$ cat src/sv/utf8_glyph_sanitizer_defines.svh
// Assertion macros used by the RTL file ugs_back.sv.
`ifndef UTF8_GLYPH_SANITIZER_DEFINES_SVH
`define UTF8_GLYPH_SANITIZER_DEFINES_SVH
`ifndef SYNTHESIS
// Same-cycle implication, checked on every rising edge out of reset.
`define UGS_ASSERT_IMP(label, clk, rst_n, ante, cons) \
  label: assert property (@(posedge clk) disable iff (!rst_n) (ante) |-> (cons)) \
    else $error("assertion failed");
// Next-cycle implication.
`define UGS_ASSERT_NEXT(label, clk, rst_n, ante, cons) \
  label: assert property (@(posedge clk) disable iff (!rst_n) (ante) |=> (cons)) \
    else $error("assertion failed");
`else
`define UGS_ASSERT_IMP(label, clk, rst_n, ante, cons)
`define UGS_ASSERT_NEXT(label, clk, rst_n, ante, cons)
`endif
`endif

$ cat src/sv/ugs_pkg.sv
`timescale 1ns / 1ps
package ugs_pkg;

  localparam int CpW        = 21;
  localparam int QueueDepth = 4;

  localparam logic [CpW-1:0] MinCp2    = 21'h000080;
  localparam logic [CpW-1:0] MinCp3    = 21'h000800;
  localparam logic [CpW-1:0] MinCp4    = 21'h010000;
  localparam logic [CpW-1:0] MaxCpExcl = 21'h10FFFF;

  localparam logic [2:0] SeqNone = 3'd0;
  localparam logic [2:0] SeqTwo  = 3'd2;
  localparam logic [2:0] SeqThree = 3'd3;
  localparam logic [2:0] SeqFour = 3'd4;

  // One decoded item handed from the decoder to the encoder.
  typedef struct packed {
    logic           term;
    logic [CpW-1:0] cp;
  } job_t;

  localparam logic [7:0] GlyphLow [16] = '{
    8'h00, 8'h23, 8'h23, 8'h23, 8'h23, 8'h2E, 8'h23, 8'h23,
    8'h23, 8'h09, 8'h0A, 8'h23, 8'h20, 8'h0D, 8'h2E, 8'h2E
  };
  localparam logic [7:0] GlyphHigh [16] = '{
    8'h3C, 8'h3D, 8'h3E, 8'h23, 8'h23, 8'h2E, 8'h23, 8'h23,
    8'h23, 8'h23, 8'h20, 8'h23, 8'h20, 8'h3E, 8'h2E, 8'h2E
  };
  localparam logic [7:0] GlyphRow1 [16] = '{
    8'h5B, 8'h5D, 8'h30, 8'h31, 8'h32, 8'h33, 8'h34, 8'h35,
    8'h36, 8'h37, 8'h38, 8'h39, 8'h2E, 8'h3C, 8'h3D, 8'h3E
  };

  // Map a code point below 256 to its printable byte, 0 = nothing.
  function automatic logic [7:0] glyph_rom(logic [7:0] c);
    logic [6:0] lo;
    logic [7:0] g;
    lo = c[6:0];
    if (lo[6:4] == 3'd0) begin
      g = c[7] ? GlyphHigh[lo[3:0]] : GlyphLow[lo[3:0]];
    end else if (lo[6:4] == 3'd1) begin
      g = GlyphRow1[lo[3:0]];
    end else if (lo == 7'h7F) begin
      g = 8'h3C;
    end else begin
      g = {1'b0, lo};
    end
    return g;
  endfunction

endpackage

$ cat src/sv/ugs_front.sv
`timescale 1ns / 1ps
module ugs_front (
  input  logic             clk_i,
  input  logic             rst_ni,
  input  logic             in_valid_i,
  output logic             in_stall_o,
  input  logic [7:0]       in_byte_i,
  input  logic             full_i,
  output logic             push_o,
  output ugs_pkg::job_t    job_o
);

  logic [2:0]               exp_len_q, exp_len_d;
  logic [1:0]               cnt_q, cnt_d;
  logic [ugs_pkg::CpW-1:0]  code_q, code_d;
  logic                     accept;
  logic [ugs_pkg::CpW-1:0]  code_ext;
  logic [2:0]               cnt_inc;
  logic [ugs_pkg::CpW-1:0]  min_cp;

  assign in_stall_o = full_i;
  assign accept     = in_valid_i && !full_i;
  assign code_ext   = {code_q[ugs_pkg::CpW-7:0], in_byte_i[5:0]};
  assign cnt_inc    = {1'b0, cnt_q} + 3'd1;

  always_comb begin
    case (exp_len_q)
      ugs_pkg::SeqTwo:   min_cp = ugs_pkg::MinCp2;
      ugs_pkg::SeqThree: min_cp = ugs_pkg::MinCp3;
      default:           min_cp = ugs_pkg::MinCp4;
    endcase
  end

  always_comb begin
    exp_len_d  = exp_len_q;
    cnt_d      = cnt_q;
    code_d     = code_q;
    push_o     = 1'b0;
    job_o.term = 1'b0;
    job_o.cp   = '0;
    if (accept) begin
      if (in_byte_i == 8'h00) begin
        exp_len_d  = ugs_pkg::SeqNone;
        cnt_d      = '0;
        code_d     = '0;
        push_o     = 1'b1;
        job_o.term = 1'b1;
      end else if (exp_len_q != ugs_pkg::SeqNone && in_byte_i[7:6] == 2'b10) begin
        if (cnt_inc < exp_len_q) begin
          // gather and wait for more continuation bytes
          cnt_d  = cnt_inc[1:0];
          code_d = code_ext;
        end else begin
          exp_len_d = ugs_pkg::SeqNone;
          cnt_d     = '0;
          code_d    = '0;
          if (code_ext >= min_cp && code_ext < ugs_pkg::MaxCpExcl) begin
            push_o = 1'b1;
            // fold the private-use row E0xx down onto 00xx
            if (code_ext[ugs_pkg::CpW-1:8] == 13'h00E0) begin
              job_o.cp = {13'h0000, code_ext[7:0]};
            end else begin
              job_o.cp = code_ext;
            end
          end
        end
      end else begin
        // drop any pending sequence, then treat the byte as a lead
        exp_len_d = ugs_pkg::SeqNone;
        cnt_d     = '0;
        code_d    = '0;
        if (in_byte_i < 8'h80) begin
          push_o   = 1'b1;
          job_o.cp = {13'h0000, in_byte_i};
        end else if (in_byte_i >= 8'hC2 && in_byte_i < 8'hE0) begin
          exp_len_d = ugs_pkg::SeqTwo;
          cnt_d     = 2'd1;
          code_d    = {16'h0000, in_byte_i[4:0]};
        end else if (in_byte_i >= 8'hE0 && in_byte_i < 8'hF0) begin
          exp_len_d = ugs_pkg::SeqThree;
          cnt_d     = 2'd1;
          code_d    = {17'h00000, in_byte_i[3:0]};
        end else if (in_byte_i >= 8'hF0 && in_byte_i < 8'hF5) begin
          exp_len_d = ugs_pkg::SeqFour;
          cnt_d     = 2'd1;
          code_d    = {18'h00000, in_byte_i[2:0]};
        end
      end
    end
  end

  always_ff @(posedge clk_i or negedge rst_ni) begin
    if (!rst_ni) begin
      exp_len_q <= ugs_pkg::SeqNone;
      cnt_q     <= '0;
      code_q    <= '0;
    end else begin
      exp_len_q <= exp_len_d;
      cnt_q     <= cnt_d;
      code_q    <= code_d;
    end
  end

endmodule

$ cat src/sv/ugs_queue.sv
`timescale 1ns / 1ps
module ugs_queue #(
  parameter int Depth = ugs_pkg::QueueDepth
) (
  input  logic          clk_i,
  input  logic          rst_ni,
  input  logic          push_i,
  input  ugs_pkg::job_t push_job_i,
  output logic          full_o,
  input  logic          pop_i,
  output logic          head_valid_o,
  output ugs_pkg::job_t head_job_o
);

  localparam int PtrW = (Depth > 1) ? $clog2(Depth) : 1;
  localparam int CntW = $clog2(Depth + 1);

  ugs_pkg::job_t   slots_q [Depth];
  logic [PtrW-1:0] wr_ptr_q, wr_ptr_d;
  logic [PtrW-1:0] rd_ptr_q, rd_ptr_d;
  logic [CntW-1:0] count_q, count_d;

  function automatic logic [PtrW-1:0] ptr_next(logic [PtrW-1:0] p);
    return (p == PtrW'(Depth - 1)) ? '0 : p + 1'b1;
  endfunction

  assign full_o       = (count_q == CntW'(Depth));
  assign head_valid_o = (count_q != '0);
  assign head_job_o   = slots_q[rd_ptr_q];

  always_comb begin
    wr_ptr_d = push_i ? ptr_next(wr_ptr_q) : wr_ptr_q;
    rd_ptr_d = pop_i ? ptr_next(rd_ptr_q) : rd_ptr_q;
    count_d  = count_q;
    if (push_i && !pop_i) begin
      count_d = count_q + 1'b1;
    end else if (pop_i && !push_i) begin
      count_d = count_q - 1'b1;
    end
  end

  always_ff @(posedge clk_i) begin
    if (push_i) begin
      slots_q[wr_ptr_q] <= push_job_i;
    end
  end

  always_ff @(posedge clk_i or negedge rst_ni) begin
    if (!rst_ni) begin
      wr_ptr_q <= '0;
      rd_ptr_q <= '0;
      count_q  <= '0;
    end else begin
      wr_ptr_q <= wr_ptr_d;
      rd_ptr_q <= rd_ptr_d;
      count_q  <= count_d;
    end
  end

endmodule

$ cat src/sv/ugs_back.sv
`timescale 1ns / 1ps
`include "utf8_glyph_sanitizer_defines.svh"
module ugs_back (
  input  logic          clk_i,
  input  logic          rst_ni,
  input  logic          head_valid_i,
  input  ugs_pkg::job_t head_job_i,
  output logic          pop_o,
  output logic          out_valid_o,
  input  logic          out_stall_i,
  output logic [7:0]    out_byte_o,
  output logic          last_of_run_o,
  output logic          string_end_o
);

  logic [1:0]  idx_q, idx_d;
  logic        out_valid_q, out_valid_d;
  logic [7:0]  out_byte_q, out_byte_d;
  logic        last_q, last_d;
  logic        end_q, end_d;
  logic [2:0]  n_bytes;
  logic [7:0]  enc [4];
  logic [7:0]  glyph;
  logic        load_en;
  logic        is_last;
  logic [ugs_pkg::CpW-1:0] cp;

  assign cp    = head_job_i.cp;
  assign glyph = ugs_pkg::glyph_rom(cp[7:0]);

  // Encode the head item into its output bytes.
  always_comb begin
    n_bytes = 3'd0;
    for (int i = 0; i < 4; i++) begin
      enc[i] = 8'h00;
    end
    if (head_job_i.term) begin
      n_bytes = 3'd1;
    end else if (cp[20:8] == 13'h0000) begin
      n_bytes = (glyph == 8'h00) ? 3'd0 : 3'd1;
      enc[0]  = glyph;
    end else if (cp[20:11] == 10'h000) begin
      n_bytes = 3'd2;
      enc[0]  = {3'b110, cp[10:6]};
      enc[1]  = {2'b10, cp[5:0]};
    end else if (cp[20:16] == 5'h00) begin
      n_bytes = 3'd3;
      enc[0]  = {4'b1110, cp[15:12]};
      enc[1]  = {2'b10, cp[11:6]};
      enc[2]  = {2'b10, cp[5:0]};
    end else begin
      n_bytes = 3'd4;
      enc[0]  = {5'b11110, cp[20:18]};
      enc[1]  = {2'b10, cp[17:12]};
      enc[2]  = {2'b10, cp[11:6]};
      enc[3]  = {2'b10, cp[5:0]};
    end
  end

  assign load_en = !out_valid_q || !out_stall_i;
  assign is_last = ({1'b0, idx_q} == n_bytes - 3'd1);

  always_comb begin
    idx_d       = idx_q;
    out_valid_d = out_valid_q;
    out_byte_d  = out_byte_q;
    last_d      = last_q;
    end_d       = end_q;
    pop_o       = 1'b0;
    if (load_en) begin
      out_valid_d = head_valid_i && (n_bytes != 3'd0);
      if (head_valid_i) begin
        if (n_bytes == 3'd0) begin
          // empty glyph: drop the item
          pop_o = 1'b1;
        end else begin
          out_byte_d = enc[idx_q];
          last_d     = is_last;
          end_d      = head_job_i.term;
          if (is_last) begin
            pop_o = 1'b1;
            idx_d = '0;
          end else begin
            idx_d = idx_q + 1'b1;
          end
        end
      end
    end
  end

  always_ff @(posedge clk_i or negedge rst_ni) begin
    if (!rst_ni) begin
      idx_q       <= '0;
      out_valid_q <= 1'b0;
    end else begin
      idx_q       <= idx_d;
      out_valid_q <= out_valid_d;
    end
  end

  always_ff @(posedge clk_i) begin
    out_byte_q <= out_byte_d;
    last_q     <= last_d;
    end_q      <= end_d;
  end

  assign out_valid_o   = out_valid_q;
  assign out_byte_o    = out_byte_q;
  assign last_of_run_o = last_q;
  assign string_end_o  = end_q;

  `UGS_ASSERT_IMP(a_end_is_last_zero, clk_i, rst_ni, out_valid_q && end_q, last_q && out_byte_q == 8'h00)
  `UGS_ASSERT_IMP(a_idx_within_item, clk_i, rst_ni, idx_q != 2'd0, head_valid_i && {1'b0, idx_q} < n_bytes)
  `UGS_ASSERT_NEXT(a_run_continues, clk_i, rst_ni, out_valid_q && !last_q && !out_stall_i, out_valid_q)

endmodule

$ cat src/sv/utf8_glyph_sanitizer.sv
`timescale 1ns / 1ps
// UTF-8 glyph sanitizer.
// Input channel: in_valid_i / in_stall_o / in_byte_i, one text byte per word;
// a zero byte ends the string. Output channel: out_valid_o / out_stall_i with
// out_byte_o, last_of_run_o (final byte caused by one input byte) and
// string_end_o (the terminating zero byte). A word moves when valid is high
// and stall is low.
// A decoder takes one byte per cycle and hands each complete code point (or
// the terminator) to a small queue; an encoder drains the queue and emits
// one output byte per cycle unless stalled. A byte goes through a queue slot
// and then the output register on its way out. ASCII and glyph-mapped text
// runs at one byte per cycle; a code point re-encoded as 2 to 4 bytes holds
// the encoder until all its bytes have left the single output register.
// The decoder only stalls when the queue (QDepth entries) is full.
// When out_stall_i is high the output word holds and the queue fills, after
// which in_stall_o rises. Reset clears the pending sequence, the queue and
// the output valid flag; the block is ready on the first cycle after reset.
module utf8_glyph_sanitizer #(
  parameter int QDepth = ugs_pkg::QueueDepth
) (
  input  logic       clk_i,
  input  logic       rst_ni,
  input  logic       in_valid_i,
  output logic       in_stall_o,
  input  logic [7:0] in_byte_i,
  output logic       out_valid_o,
  input  logic       out_stall_i,
  output logic [7:0] out_byte_o,
  output logic       last_of_run_o,
  output logic       string_end_o
);

  logic          push;
  logic          full;
  logic          pop;
  logic          head_valid;
  ugs_pkg::job_t push_job;
  ugs_pkg::job_t head_job;

  ugs_front u_front (
    .clk_i      (clk_i),
    .rst_ni     (rst_ni),
    .in_valid_i (in_valid_i),
    .in_stall_o (in_stall_o),
    .in_byte_i  (in_byte_i),
    .full_i     (full),
    .push_o     (push),
    .job_o      (push_job)
  );

  ugs_queue #(
    .Depth (QDepth)
  ) u_queue (
    .clk_i        (clk_i),
    .rst_ni       (rst_ni),
    .push_i       (push),
    .push_job_i   (push_job),
    .full_o       (full),
    .pop_i        (pop),
    .head_valid_o (head_valid),
    .head_job_o   (head_job)
  );

  ugs_back u_back (
    .clk_i         (clk_i),
    .rst_ni        (rst_ni),
    .head_valid_i  (head_valid),
    .head_job_i    (head_job),
    .pop_o         (pop),
    .out_valid_o   (out_valid_o),
    .out_stall_i   (out_stall_i),
    .out_byte_o    (out_byte_o),
    .last_of_run_o (last_of_run_o),
    .string_end_o  (string_end_o)
  );

endmodule

$ cat config.mk
export PLATFORM = sky130hd
export DESIGN_NAME = utf8_glyph_sanitizer
export DESIGN_NICKNAME = d
export VERILOG_FILES = /design/src/sv/ugs_pkg.sv /design/src/sv/ugs_front.sv /design/src/sv/ugs_queue.sv /design/src/sv/ugs_back.sv /design/src/sv/utf8_glyph_sanitizer.sv
export VERILOG_INCLUDE_DIRS = /design/src /design/src/sv
export SDC_FILE = /design/constraint.sdc
export NUM_CORES = 1
export LEC_CHECK = 0
export BUFFER_PORTS_ARGS = -buffer_cell sky130_fd_sc_hd__clkbuf_2
export CORE_UTILIZATION = 30
export DETAILED_ROUTE_END_ITERATION = 10
export PLACE_DENSITY = 0.48
export SYNTH_ARGS = -nofsm -noshare
export SYNTH_HDL_FRONTEND = slang
export SYNTH_HIERARCHICAL = 1
export SYNTH_SLANG_ARGS = --single-unit
$ cat constraint.sdc
create_clock -name clk_i -period 5.78 [get_ports clk_i]
set_clock_uncertainty 0.05 [all_clocks]
set_input_delay 1.156 -clock clk_i [delete_from_list [all_inputs] [get_ports clk_i]]
set_output_delay 1.156 -clock clk_i [all_outputs]
set_load 0.02 [all_outputs]
==> qor.csv <==
metric,value,unit
initial_core_util,0.307,
worst_pin_slew,0.915,ns
gp_congestion,0.876,
grt_first_pass_wirelength,25300,um
rsz0062_at_grt,no,
ys_ff_latch,128,
hold_end,u_queue/count_q[2],
p_switching,1.48,mW
layout-drive-gt1-share,0.191,
grt-ovfl-total,0,
fillerInstances,2125,
port_buffers,23,
vias,4572,
yosysTopAreaCell,edfxtp_1,
yosysWarnings,6,
synth_top_cell_area_share,0.440,
clockBufferDepth,2,
ir_worst_vdd,203,uV
end_kind,flop,
die_x,151,um
internal_power,2.57,mW
fin_crit_sh,0.923,
io_pins,24,
ys_top_cells_by_area,"edfxtp_1 (44%), dfrtp_1 (11%), mux4_2 (6.1%)",
core,21800,sq um
wl_per_cell,18.5,um
power.density,525,nW/um^2
maxSlewViolCount,0,
grt_pass1_vias,4511,
run_status,"complete, no violations",
cts-root-buf,clkbuf_16,
clock-sinks,128,
final_cell_mix,"edfxtp_1 (98), nand2_1 (50), a21oi_1 (37), nor2_1 (31), dfrtp_1 (29)",
die_area,22900,sq um
pwr-share-comb,0.400,
post_cts_buffers,0,
multi_input_area,2710,sq um
p_seq_frac,0.320,
finalInstanceArea,7710,sq um
clockPowerShare,0.280,
synth-edff-count,98,
syn_to_final_growth,15.2,%
syn_area,6690,sq um
swShare,0.366,
grt_usage,0.149,
slowest_delay,0.68,ns
fmax,187,MHz
clock_latency,0.42,ns
cts-buffers-inserted,17,
critical_path_class,reg2reg,
h-tree-depth,4,
num_rows,54,
slowest_stage,mux4_2,
seq_area_frac_synth,0.552,
dr.first_iter.drc_count,252,
place_hpwl,11200,um
worstPathArrival,5.62,ns
clkTransAtPathRegs,0.05,ns
mostFrequentLayoutCell,edfxtp_1,
holdPathStages,1,
hp-start,u_queue/count_q[2],
period_minus_slack,5.33,ns
relSlewSlack,0.390,
finish.net_count,603,
rr_endpoint,u_queue/count_q[2],
worstHoldPathType,reg2reg,
reg2reg_depth,22,
synth_area_per_cell,12.3,sq um
cap_violations,0,
ys_types,74,
p_leak,2.73,nW
routed_wl,16000,um
drt-vias-per-instance,5.30,
die_h,151,um
async_flop_share,0.234,
critPathRequiredTime,6.07,ns
placed_cell_area,7080,sq um
r2r_start,u_queue/rd_ptr_q[0],
ys.flop_type,edfxtp_1,
r2r_slack,0.45,ns
cts_tree,built,
postSynthCellCount,543,
postCtsHoldBufs,0,
final_antenna_net_count,0,
fin_tns_setup,0,ns
register_area,3690,sq um
antenna_found_initial,0,
cp_cell_sequence,"mux4_2, inv_1, ha_1, nor3b_1, nor4_1, a32oi_1, o211ai_1, or4_4, nand2b_2, ha_1, xor2_1, nand2_1, nor4_1, a32o_1, a21o_1, inv_1, ha_1, inv_1, fa_1, xor2_1, nor2_1, xor2_1",
hold_viol_final,0,
grt_max_degree,31,
drcViolationCount,0,
worst_setup_path_start_kind,flop,
drtPass1Iterations,5,
final-setup-viol-count,0,
syn_nets,577,
diodes,0,
critPathMaxFanout,10,
-- repair_timing --
action | 4_1_cts | 5_1_grt
resized for setup | 0 | 1
hold endpoints to repair | 0 | 0
endpoints found under the setup margin | 0 | 2
-- metal layers --
layer / global-route usage / vias to the layer above / share of wire
li1: - / 2131 / -
met1: 0.187 / 2287 / 0.45
met2: 0.246 / 130 / 0.49
met3: 0.0352 / 24 / 0.042
met4: 0.0580 / 0 / 0.017
met5: 0 / - / 0
-- worst max path at each step --
stage	start	endpoint	depth (start not counted)
after detailed placement	u_queue/rd_ptr_q[0]	u_queue/count_q[1]	18
after global routing	u_queue/rd_ptr_q[0]	u_queue/count_q[1]	20
after CTS	u_queue/rd_ptr_q[0]	u_queue/count_q[2]	20
final	u_queue/rd_ptr_q[0]	u_queue/count_q[2]	22
after global placement	u_queue/rd_ptr_q[0]	u_queue/count_q[2]	20
after floorplan	u_queue/rd_ptr_q[0]	u_queue/count_q[1]	23
-- cells by family (layout without fill, tap and decap cells) --
logic type / Yosys count / in the layout / share of synthesized area
mux: 30 / 30 / 0.0897
simple gates: 176 / 176 / 0.137
compound gates: 124 / 124 / 0.128
xor+xnor: 6 / 6 / 0.00785
flops: 128 / 128 / 0.552
buf+inv: 57 / 96 / 0.0437
fa+ha+maj: 22 / 22 / 0.0423
-- layout make-up --
class                      count  share of cell area
clock buffer                  20              0.0566
tap                          280              0.0454
inverter                      24              0.0117
multi-input combinational    358               0.351
clock inverter                12              0.0247
timing repair buffer          40              0.0315
sequential                   128               0.479
-- critical path, delay by kind of cell (launching register included) --
family / cells / cell delay [ns]
AOI/OAI and AO/OA: 4 / 0.72
xor gates and xnor gates: 3 / 0.44
adders and majority gates: 4 / 1.04
buffers and inverters: 3 / 0.31
DFF: 1 / 0.49
muxes: 1 / 0.68
and+or+nand+nor: 7 / 1.55
-- stage by stage --
step / std cells / power (mW) / worst slack [ns] / util / hold WS, ns
detailed placement: 830 / 2.93 / 0.295 / 0.325 / 0.432
finish: 862 / 4.05 / 0.447 / 0.353 / 0.437
global route: 862 / 4.30 / 0.0142 / 0.353 / 0.472
global placement: 830 / 2.94 / 0.396 / 0.325 / 0.419
CTS: 862 / 4.08 / 0.287 / 0.353 / 0.442
floorplan: 543 / 2.52 / 0.772 / - / 0.399
-- state kept, by name (all words and copies together), names as in the netlist, 2 cells and up --
name               cells
u_back/idx_q           2
u_back/out_byte_o      8
u_front/cnt_q          2
u_front/code_q        15
u_front/exp_len_q      3
u_queue/count_q        3
u_queue/rd_ptr_q       2
u_queue/slots_q       88
u_queue/wr_ptr_q       2
-- cell usage after synthesis (5+ instances only) --
cell,number
edfxtp_1,98
nand2_1,50
a21oi_1,37
nor2_1,31
dfrtp_1,30
nor3_1,26
inv_1,24
ha_1,21
o21ai_0,19
mux4_2,18
clkbuf_1,13
buf_2,10
nand3_1,10
a22o_1,7
and2_1,7
mux2_2,7
nand4_1,7
nor2b_1,7
a211oi_1,6
nand2b_1,6
o22ai_1,6
a311oi_1,5
or3_1,5
-- power groups by stage --
stage | clock [mW] | combinational, mW | sequential (mW)
6_report | 1.13 | 1.62 | 1.30
2_1_floorplan | 0 | 1.22 | 1.30
4_1_cts | 1.16 | 1.62 | 1.30
5_1_grt | 1.20 | 1.78 | 1.32
3_5_place_dp | 0 | 1.62 | 1.32
3_3_place_gp | 0 | 1.63 | 1.31
(Power assumes the default switching activity.)
